<file path="src/sv/mjw_pkg.sv">
// Shared types and widths for the minimum-jerk waypoint pipeline.
package mjw_pkg;

    localparam int POS_W  = 24;          // Q3.20 position
    localparam int T_W    = 32;          // Q16.16 elapsed time
    localparam int TPM_W  = 16;          // time per meter register
    localparam int MAG_W  = 24;          // |target - current|
    localparam int SQ_W   = 2 * MAG_W;   // one squared delta
    localparam int RAD_W  = SQ_W + 2;    // sum of three squares
    localparam int DIST_W = RAD_W / 2;   // integer square root
    localparam int DUR_W  = DIST_W + TPM_W;
    localparam int S_W    = 29;          // normalized time, Q.24, below 32
    localparam int S2_W   = 2 * S_W - 24;
    localparam int S3_W   = S2_W + S_W - 24;
    localparam int Q_W    = 37;          // 6 s^2 - 15 s + 10, Q.24
    localparam int ACC_W  = S3_W + Q_W;  // wide product accumulator
    localparam int P_W    = 48;          // p(s), Q.24, saturating above
    localparam int DISP_W = MAG_W + P_W - 24;

    localparam logic [TPM_W-1:0] TPM_RESET = TPM_W'(100);

    // Per-item data carried alongside the arithmetic
    typedef struct packed {
        logic [2:0][POS_W-1:0] cur;
        logic [2:0][MAG_W-1:0] mag;
        logic [2:0]            neg;
        logic [T_W-1:0]        t;
    } t_side;

    // One result beat
    typedef struct packed {
        logic [2:0][POS_W-1:0] nxt;
        logic                  ovf;
    } t_res;

endpackage

</file>
<file path="src/sv/mjw_skid.sv">
// Output register with a skid entry so the pipeline stall is registered.
module mjw_skid
    import mjw_pkg::*;
(
    input  logic  i_clk,
    input  logic  i_rst_n,
    input  logic  i_valid,
    output logic  o_ready,
    input  t_res  i_data,
    output logic  o_valid,
    input  logic  i_ready,
    output t_res  o_data
);

    logic r_main_v;
    logic r_skid_v;
    t_res r_main;
    t_res r_skid;

    assign o_ready = !r_skid_v;
    assign o_valid = r_main_v;
    assign o_data  = r_main;

    // Valid flags: main drains into the output, skid catches a beat while main waits
    always_ff @(posedge i_clk) begin
        if (!i_rst_n) begin
            r_main_v <= 1'b0;
            r_skid_v <= 1'b0;
        end else if (i_ready || !r_main_v) begin
            if (r_skid_v) begin
                r_main_v <= 1'b1;
                r_skid_v <= 1'b0;
            end else begin
                r_main_v <= i_valid;
            end
        end else if (i_valid && !r_skid_v) begin
            r_skid_v <= 1'b1;
        end
    end

    always_ff @(posedge i_clk) begin
        if (i_ready || !r_main_v) begin
            r_main <= r_skid_v ? r_skid : i_data;
        end else if (i_valid && !r_skid_v) begin
            r_skid <= i_data;
        end
    end

endmodule

</file>
<file path="config.mk">
export PLATFORM = sky130hd
export DESIGN_NAME = mjw_skid
export DESIGN_NICKNAME = d
export VERILOG_FILES = /design/src/sv/mjw_pkg.sv /design/src/sv/mjw_skid.sv
export SDC_FILE = /design/constraint.sdc
export NUM_CORES = 1
export LEC_CHECK = 0
export ABC_CLOCK_PERIOD_IN_PS = 12850
export BUFFER_PORTS_ARGS = -buffer_cell sky130_fd_sc_hd__buf_2
export CAP_MARGIN = 20
export CORE_AREA = 4 4 109 137
export CTS_CLUSTER_DIAMETER = 50
export DETAILED_ROUTE_END_ITERATION = 8
export DIE_AREA = 0 0 113 141
export SLEW_MARGIN = 30
export SYNTH_ARGS = -nofsm -noshare
export SYNTH_HDL_FRONTEND = slang
export SYNTH_SLANG_ARGS = --single-unit
</file>
<file path="constraint.sdc">
create_clock -name i_clk -period 12.85 [get_ports i_clk]
set_input_delay 3.2125 -clock i_clk [delete_from_list [all_inputs] [get_ports i_clk]]
set_output_delay 3.2125 -clock i_clk [all_outputs]
set_load 0.05 [all_outputs]
</file>
==> metrics.md, run 1 <==
| Metric | Value |
|---|---|
| Status | `completed` |
| Longest Clk Path Bufs | `2` |
| Cell Area, Synth | `5355 um2` |
| Root buf cell | `clkbuf_16` |
| Post-Synthesis Cells | `235` |
| Final Cycle Share | `0.3792` |
| Share of cells above drive strength 1 | `0.6304` |
| FF+latch count, synth | `148` |
| Worst EP arrival | `1.66 ns` |
| Clk sinks | `148` |
| Worst-Margin Slew | `0.7295 ns` |
| Worst-skew pair later-pin latency | `0.41 ns` |
| Post-route ant nets | `0` |
| Syn. warnings | `0` |
| Fin cells | `589` |
| CP max stage delay | `0.66 ns` |
| Largest net degree at the start of global routing | `76` |
| Drt first pass iters | `4` |
| Max cap viols | `0` |
| Post-DP HPWL | `6446 um` |
| Relative slew slack | `0.5136` |
| Remaining DRCs | `0` |
| Worst hold path class | `reg2reg` |
| Grt ovf | `0` |
| Endpoints failing hold | `0` |
| Via count | `2755` |
| Final setup TNS | `0 ns` |
| Min Hold Slack | `0.5414 ns` |
| Cts bufs inserted | `17` |
| Final GP Congestion | `0.6785` |
| Iteration-0 DRC Markers | `115` |
| DP Worst Slack | `8.133 ns` |
| Critical-path maximum fanout | `44` |
| TritonCTS clock tree | `yes` |
| Post-cts repair resize count | `0` |
| Fmax | `205.2 MHz` |
| Seq/Total Area, Yosys | `0.8262` |
| Via density | `4.677` |
| Post-Syn Nets | `312` |
| Leakage power | `2.647 nW` |
| Number of global-route vias before repair | `3010` |
| PwrDens | `174.7 nW/um2` |
| Clock Pin Slew Worst Setup and Hold Paths | `0.06 ns` |
| Initial antenna violation count | `1` |
| Slew Limit Fails | `0` |
| DR WL/cell | `16.87 um` |
| Setup crit end kind | `output port` |
| First-pass GRT wire length | `15840 um` |
| Core area | `13630 um2` |
| Layout area overhead | `30.12%` |
| Final worst slack | `7.977 ns` |
| CP max-delay cell | `dfxtp_4` |
| Buffers added on ports | `151` |
| Final min period | `4.873 ns` |
| Initial Util | `0.3928` |
| DP Area | `6329 um2` |
| CP Launch Type | `flip-flop` |
| Avg Cell Area, Syn | `22.79 um2` |
| Inserted Diodes | `0` |
| Worst Clk Skew | `0.01098 ns` |
| Final setup fails | `0` |
| CP cell instances | `buf_16, inv_1, buf_2` |
| RSZ-0062 raised after global routing | `no` |
| H-tree depth | `4` |
| Post-CTS setup buffers | `0` |
| IO Count | `152` |
| Cell Rows | `48` |
| Overall routing resource usage | `0.1300` |
| WL final | `9938 um` |
| Nets@finish | `478` |
| Design Area, Final | `6968 um2` |
| Die area | `15930 um2` |
| Die extent in x | `113 um` |
| VDD IR-drop max | `77.91 uV` |
| Die span in y | `141 um` |
| Placed insts | `557` |
| Critical path data required time | `9.64 ns` |
| Hold Buf Count CTS | `0` |
| Unique masters post-synth | `12` |
| Critical path class | `reg2out` |
final timing paths:
check / from / endpoint / slack (ns) / depth (start not counted)
worst min-delay path: r_skid[1]$_DFFE_PP_ / o_data[1]$_DFFE_PP_ / 0.54 / 1
worst max register to register: r_skid_v$_SDFFE_PP0P_ / r_skid[50]$_DFFE_PP_ / 11.08 / 2
worst max-delay path: r_skid_v$_SDFFE_PP0P_ / o_ready / 7.98 / 3
worst min register to register: r_skid[1]$_DFFE_PP_ / o_data[1]$_DFFE_PP_ / 0.54 / 1
routing by layer:
metal  up-vias  wire [um]  global-route usage
met5         -         12                   0
met4         2        145             0.05127
met3        15        735             0.04809
met2        98       5027              0.2150
met1      1353       4017              0.1538
li1       1287          -                   -
cells by family after synthesis:
family	after synthesis	share of synthesized area
buffers and inverters	9	0.01332
and+or+nand+nor	4	0.005608
AOI/OAI and AO/OA	1	0.001402
muxes	73	0.1535
DFF	148	0.8262
sequential cells by signal (all words and copies together), names as in the netlist:
signal / count
o_data: 73
o_valid: 1
r_skid: 73
r_skid_v: 1
where the power goes:
part | switching (mW) | total [mW] | internal, mW
combinational | 0.0894 | 0.122 | 0.0327
sequential | 0.00696 | 0.565 | 0.558
clock | 0.187 | 0.530 | 0.344
total | 0.283 | 1.22 | 0.934
area by class of cell:
cell class | instances | area, um2
Fill cell | 1166 | 6665
Clock buffer | 18 | 429.2
Clock inverter | 14 | 206.4
Timing Repair Buffer | 155 | 809.5
Tap cell | 175 | 219.0
Inverter | 1 | 3.754
Sequential cell | 148 | 4428
Multi-Input combinational cell | 78 | 872.1
cells in the mapped netlist (all sizes together):
cell | n | area, um2
edfxtp | 146 | 4384
inv | 1 | 3.750
nor3b | 2 | 20.02
nand2b | 1 | 6.260
buf | 8 | 67.56
nor2 | 1 | 3.750
dfxtp | 2 | 40.04
a21boi | 1 | 7.510
mux2 | 73 | 822.0
stage by stage:
step / total power, mW / utilization
final: 1.218 / 0.5111
after detailed placement: 0.6991 / 0.4642
after floorplan: 0.6625 / -
after global routing: 1.264 / 0.5111
after global placement: 0.6973 / 0.4622
after CTS: 1.234 / 0.5108
layout by cell type, fill, tap and decap left out, drive strengths merged:
cell	instances
a21boi	1
buf	155
bufinv	5
clkbuf	18
clkinv	6
clkinvlp	1
dfxtp	2
edfxtp	146
inv	3
mux2	73
nand2b	1
nor2	1
nor3b	2
worst max-delay path: cells and delay by family (launching register included):
family	cells	cell delay, ns
buf+inv	3	0.58
flops	1	0.66
(Power assumes the default switching activity.)
==> run 2, diff against run 1 <==
Settings changed: ABC_CLOCK_PERIOD_IN_PS 12850 to 4900.
Clock period 12.85 ns to 4.9 ns, I/O delays scaled along.
==> run 2 against run 1 <==
Net effect: clock-buffer cell count grew 2; register-to-register slack lost 8.1 ns; combinational power grew to 2.6 times the previous value; design area shrank 0.50%; die area is the same; clock power grew 140%; hold slack gained 0.0024 ns.
==> metrics.md, run 2 (synthesis results as in run 1) <==
| Metric | Value |
|---|---|
| Grt ovf | `0 (unchanged)` |
| Final Cycle Share | `0.4707` |
| CP bufs+invs | `1 (-2)` |
| Cts bufs inserted | `17 (unchanged)` |
| Post-route ant nets | `0 (unchanged)` |
| Iteration-0 DRC Markers | `144 (+25%)` |
| Clock Pin Slew Worst Setup and Hold Paths | `0.06 ns (about the same)` |
| CP max-delay cell | `dfxtp_1` |
| Die span in y | `141 um (unchanged)` |
| Worst r2r path cells | `4 (+2)` |
| Clk sinks | `148 (unchanged)` |
| Worst hold path class | `reg2reg` |
| Drt first pass iters | `4 (unchanged)` |
| Final setup TNS | `0 ns (unchanged)` |
| Final GP Congestion | `0.7121 (+5.0%)` |
| Core area | `13630 um2 (unchanged)` |
| Die area | `15930 um2 (unchanged)` |
| Worst-skew pair later-pin latency | `0.41 ns (about the same)` |
| Hold path startpoint | `r_skid[42]$_DFFE_PP_` |
| WL final | `10090 um (+1.6%)` |
| CP Launch Type | `flip-flop` |
| Relative slew slack | `0.5155 (+0.001867)` |
| Number of global-route vias before repair | `3015 (+0.17%)` |
| Die extent in x | `113 um (unchanged)` |
| Worst Hold Depth | `1 (unchanged)` |
| Status | `completed` |
| Root buf cell | `clkbuf_16` |
| Largest net degree at the start of global routing | `76 (unchanged)` |
| Initial Util | `0.3928 (unchanged)` |
| Post-DP HPWL | `6638 um (+3.0%)` |
| WP depth | `1 (-2)` |
| CP cell instances | `buf_2` |
| CP delay by family, top | `flip-flops` |
| Remaining DRCs | `0 (unchanged)` |
| Critical path data required time | `3.67 ns (-5.97 ns)` |
| IO Count | `152 (unchanged)` |
| Final setup fails | `0 (unchanged)` |
| Setup crit end kind | `output port` |
| Fmax | `433.5 MHz` |
| R2R Setup Slk | `2.94 ns (-8.14 ns)` |
| Share of cells above drive strength 1 | `0.6274 (-0.003031)` |
| Worst-Margin Slew | `0.7267 ns (-0.002800 ns)` |
| Placed insts | `559 (+0.36%)` |
| Buffers added on ports | `151 (unchanged)` |
| Longest Clk Path Bufs | `2 (unchanged)` |
| Register area | `4428 um2 (unchanged)` |
| Via count | `2780 (+0.91%)` |
| Global-route met3 utilization | `0.05496 (+0.006870)` |
| First-pass GRT wire length | `15700 um (-0.83%)` |
| Overall routing resource usage | `0.1315 (+0.001496)` |
| Max cap viols | `0 (unchanged)` |
| RSZ-0062 raised after global routing | `no` |
| PwrDens | `442.2 nW/um2 (+150%)` |
| Layout area overhead | `29.46%` |
| TritonCTS clock tree | `yes` |
| Leakage power | `2.627 nW (-0.76%)` |
| Cell Rows | `48 (unchanged)` |
| Worst Clk Skew | `0.005088 ns (-0.005888 ns)` |
| Reg-to-Reg Start | `r_skid_v$_SDFFE_PP0P_` |
| Critical path class | `reg2out` |
| H-tree depth | `4 (unchanged)` |
| Hold endpoint | `o_data[42]$_DFFE_PP_` |
| Inserted Diodes | `0 (unchanged)` |
| Worst EP arrival | `1.08 ns (-0.58 ns)` |
| GR Util met1 | `0.1562 (+0.002350)` |
| Most used routing layer | `met2` |
| Endpoints failing hold | `0 (unchanged)` |
| DR WL/cell | `17.08 um (+1.2%)` |
| CP max stage delay | `0.38 ns (-0.28 ns)` |
| Commonest non-fill, non-tap cell in the layout | `buf_2` |
| Post-cts repair resize count | `0 (unchanged)` |
| VDD IR-drop max | `210.3 uV (+170%)` |
| Fin cells | `591 (+0.34%)` |
| GRT met2 Usage | `0.2066 (-0.008427)` |
| Hold Buf Count CTS | `0 (unchanged)` |
| Slew Limit Fails | `0 (unchanged)` |
| Filler cell count | `1137 (-2.5%)` |
| Via density | `4.704 (+0.57%)` |
| Post-CTS setup buffers | `0 (unchanged)` |
| Final min period | `2.307 ns` |
| R2r endpoint | `r_skid[35]$_DFFE_PP_` |
| Nets@finish | `480 (+0.42%)` |
| Critical-path maximum fanout | `2 (-95%)` |
| Leading cell types in the layout, fill and taps excluded | `buf_2 (151), edfxtp_1 (146), mux2_2 (73)` |
| Multi-input gate area | `878.3 um2 (+0.72%)` |
| Initial antenna violation count | `0 (-1)` |
| CP startpoint | `o_valid$_SDFFE_PN0P_` |
==> run 2: worst register-to-register path, delay by kind of cell, from the launching register on <==
kind,cells,cell delay [ns]
simple gates,1,0.21
buf+inv,3,1.02
flops,1,0.33
==> run 2: final cells by class <==
class,count,share of cell area
flip-flops and latches,148,0.6387
clock inverters,12,0.01985
well taps,175,0.03158
repair buffers,157,0.1197
multi-input cells,78,0.1267
inverters,1,0.0005414
clock buffers,20,0.06299
==> run 2: stage by stage <==
stage | hold WS, ns | util | power [mW] | instance area, um2 | worst slack (ns)
global placement | 0.5256 | 0.4632 | 1.829 | 6315 | 2.257
global route | 0.5528 | 0.5085 | 3.188 | 6933 | 2.525
finish | 0.5438 | 0.5085 | 3.065 | 6933 | 2.593
floorplan | 0.5231 | - | 1.735 | 5369 | 0.1992
detailed placement | 0.5312 | 0.4661 | 1.835 | 6355 | 2.224
CTS | 0.5469 | 0.5083 | 3.106 | 6929 | 2.540
==> run 2: layer usage <==
metal / vias up / share of wire
li1: 1276 / -
met1: 1374 / 0.41
met2: 115 / 0.49
met3: 15 / 0.080
met4: 0 / 0.018
met5: - / 0
==> run 2: power by group <==
part	switching, mW	leakage [nW]	internal, mW	total (mW)
clock network	0.470	0.278	0.791	1.26
registers	0.0169	1.44	1.46	1.48
logic	0.237	0.911	0.0865	0.323
==> run 2: how the worst max path moves through the flow <==
stage	endpoint	slack, ns
after floorplan	r_skid[0]$_DFFE_PP_	0.20
after global placement	o_data[54]$_DFFE_PP_	2.26
after detailed placement	o_data[41]$_DFFE_PP_	2.22
after CTS	o_ready	2.54
after global routing	o_valid	2.53
final	o_valid	2.59
==> run 3, diff against run 2 <==
Settings changed: ABC_CLOCK_PERIOD_IN_PS 4900 to 2100, PLACE_DENSITY set to 0.65.
Clock period 4.9 ns to 2.1 ns, I/O delays scaled along.
==> run 3 against run 2 <==
Net effect: sequential power rose by 130%; largest power group unchanged; clock power rose by 130%; highest routed layer unchanged; design area rose by 0.11%; final cell count fell by 0.17%; setup slack got worse by 2.5 ns; sequential share of layout area fell by 0.051 points.
==> metrics.md, run 3 (synthesis results as in run 1) <==
| Metric | Value |
|---|---|
| Utilization after layout | `0.5091 (+0.0005510)` |
| IO Count | `152 (unchanged)` |
| Nets@finish | `480 (unchanged)` |
| Clock Pin Slew Worst Setup and Hold Paths | `0.06 ns (about the same)` |
| Die extent in x | `113 um (unchanged)` |
| Slew Limit Fails | `0 (unchanged)` |
| Worst Clk Skew | `0.005123 ns (+0.00003486 ns)` |
| Fmax | `506.2 MHz` |
| Initial antenna violation count | `0 (unchanged)` |
| Max cap viols | `0 (unchanged)` |
| First-pass GRT wire length | `15460 um (-1.6%)` |
| PwrDens | `1027 nW/um2 (+130%)` |
| Placed insts | `559 (unchanged)` |
| Die span in y | `141 um (unchanged)` |
| Final Cycle Share | `0.9408` |
| Endpoints failing hold | `0 (unchanged)` |
| CP Launch Type | `flip-flop` |
| Post-cts repair resize count | `0 (unchanged)` |
| Filler cell count | `1131 (-0.53%)` |
| Leading cell types in the layout, fill and taps excluded | `buf_2 (151), edfxtp_1 (146), mux2_2 (73)` |
| Cts bufs inserted | `17 (unchanged)` |
| Hold Buf Count CTS | `0 (unchanged)` |
| Root buf cell | `clkbuf_16` |
| Setup crit end kind | `output port` |
| Worst hold path class | `in2reg` |
| Remaining DRCs | `0 (unchanged)` |
| Relative slew slack | `0.4982 (-0.01730)` |
| Longest Clk Path Bufs | `2 (unchanged)` |
| Layout area overhead | `29.60%` |
| Critical path class | `reg2out` |
| H-tree depth | `4 (unchanged)` |
| Post-route ant nets | `0 (unchanged)` |
| Final setup fails | `0 (unchanged)` |
| Worst-skew pair later-pin latency | `0.40 ns (about the same)` |
| Final min period | `1.976 ns` |
| Worst-Margin Slew | `0.7527 ns (+0.02595 ns)` |
| Number of global-route vias before repair | `2871 (-4.8%)` |
| Commonest non-fill, non-tap cell in the layout | `buf_2` |
| TritonCTS clock tree | `yes` |
| Post-CTS setup buffers | `0 (unchanged)` |
| Iteration-0 DRC Markers | `111 (-23%)` |
| Core area | `13630 um2 (unchanged)` |
| Drt first pass iters | `4 (unchanged)` |
| RSZ-0062 raised after global routing | `no` |
| Initial Util | `0.3928 (unchanged)` |
| Grt ovf | `0 (unchanged)` |
| Via count | `2747 (-1.2%)` |
| Leakage power | `2.622 nW (-0.19%)` |
| Overall routing resource usage | `0.1295 (-0.001930)` |
| Critical-path maximum fanout | `42 (+40)` |
| Worst EP arrival | `1.45 ns (+0.37 ns)` |
| Status | `completed` |
| Share of cells above drive strength 1 | `0.6265 (-0.0008978)` |
| Largest net degree at the start of global routing | `58 (-24%)` |
| WL final | `9913 um (-1.8%)` |
| Via density | `4.656 (-1.0%)` |
| Post-DP HPWL | `6666 um (+0.42%)` |
| Buffers added on ports | `151 (unchanged)` |
| DR WL/cell | `16.80 um (-1.6%)` |
| Cell Rows | `48 (unchanged)` |
| Clk sinks | `148 (unchanged)` |
| Inserted Diodes | `0 (unchanged)` |
| VDD IR-drop max | `635.0 uV (+200%)` |
| Final GP Congestion | `0.6845 (-3.9%)` |
| Die area | `15930 um2 (unchanged)` |
| Fin cells | `590 (-0.17%)` |
| Critical path data required time | `1.57 ns (-2.10 ns)` |
[run 3: cell types whose count changed in the layout (fill, tap and decap cells not counted), sizes merged]
cell / delta
clkbuf: -1
[run 3: critical path, stage by stage (launching register included)]
cell and delay, ns:
dfxtp_4 0.73, inv_1 0.08, buf_2 0.23
[run 3: worst paths after layout]
kind / slack [ns] / start / depth (start not counted) / endpoint
min reg2reg: 0.54 / r_skid[6]$_DFFE_PP_ / 1 / o_data[6]$_DFFE_PP_
min: 0.30 / i_data[0] / 1 / r_skid[0]$_DFFE_PP_
max: 0.12 / r_skid_v$_SDFFE_PP0P_ / 2 / o_ready
max reg2reg: 0.46 / r_skid_v$_SDFFE_PP0P_ / 2 / o_data[34]$_DFFE_PP_
[run 3: layout make-up]
| type | count | area (um2) | share of cell area |
|---|---|---|---|
| Multi-Input combinational cell | 78 | 878.3 | 0.1266 |
| Sequential cell | 148 | 4429 | 0.6382 |
| Timing Repair Buffer | 157 | 838.3 | 0.1208 |
| Clock buffer | 19 | 432.9 | 0.06238 |
| Clock inverter | 12 | 138.9 | 0.02001 |
| Inverter | 1 | 3.754 | 0.0005408 |
| Tap cell | 175 | 219.0 | 0.03155 |
[run 3: stage by stage]
| stage | setup TNS (ns) | instance area (um2) | total power [mW] | setup WS [ns] | hold slack [ns] |
|---|---|---|---|---|---|
| floorplan | -101.71 | 5375 | 4.048 | -1.393 | 0.5231 |
| global placement | 0 | 6369 | 4.272 | 0.3116 | 0.5272 |
| detailed placement | 0 | 6369 | 4.285 | 0.3086 | 0.5308 |
| CTS | 0 | 6940 | 7.219 | 0.06845 | 0.2776 |
| global route | 0 | 6940 | 7.408 | 0.01254 | 0.2794 |
| finish | 0 | 6940 | 7.126 | 0.1244 | 0.3048 |
[run 3: where the power goes]
group | internal, mW | switching (mW) | leakage, nW
clock network | 1.84 | 1.07 | 0.273
logic | 0.204 | 0.549 | 0.912
registers | 3.42 | 0.0441 | 1.44
[run 3: metal layers]
metal | global-route usage | wire [um] | vias up
met1 | 0.1454 | 3876 | 1363
met3 | 0.04766 | 681 | 13
li1 | - | - | 1278
met4 | 0.05696 | 201 | 0
met2 | 0.2203 | 5154 | 93
met5 | 0 | 0 | -
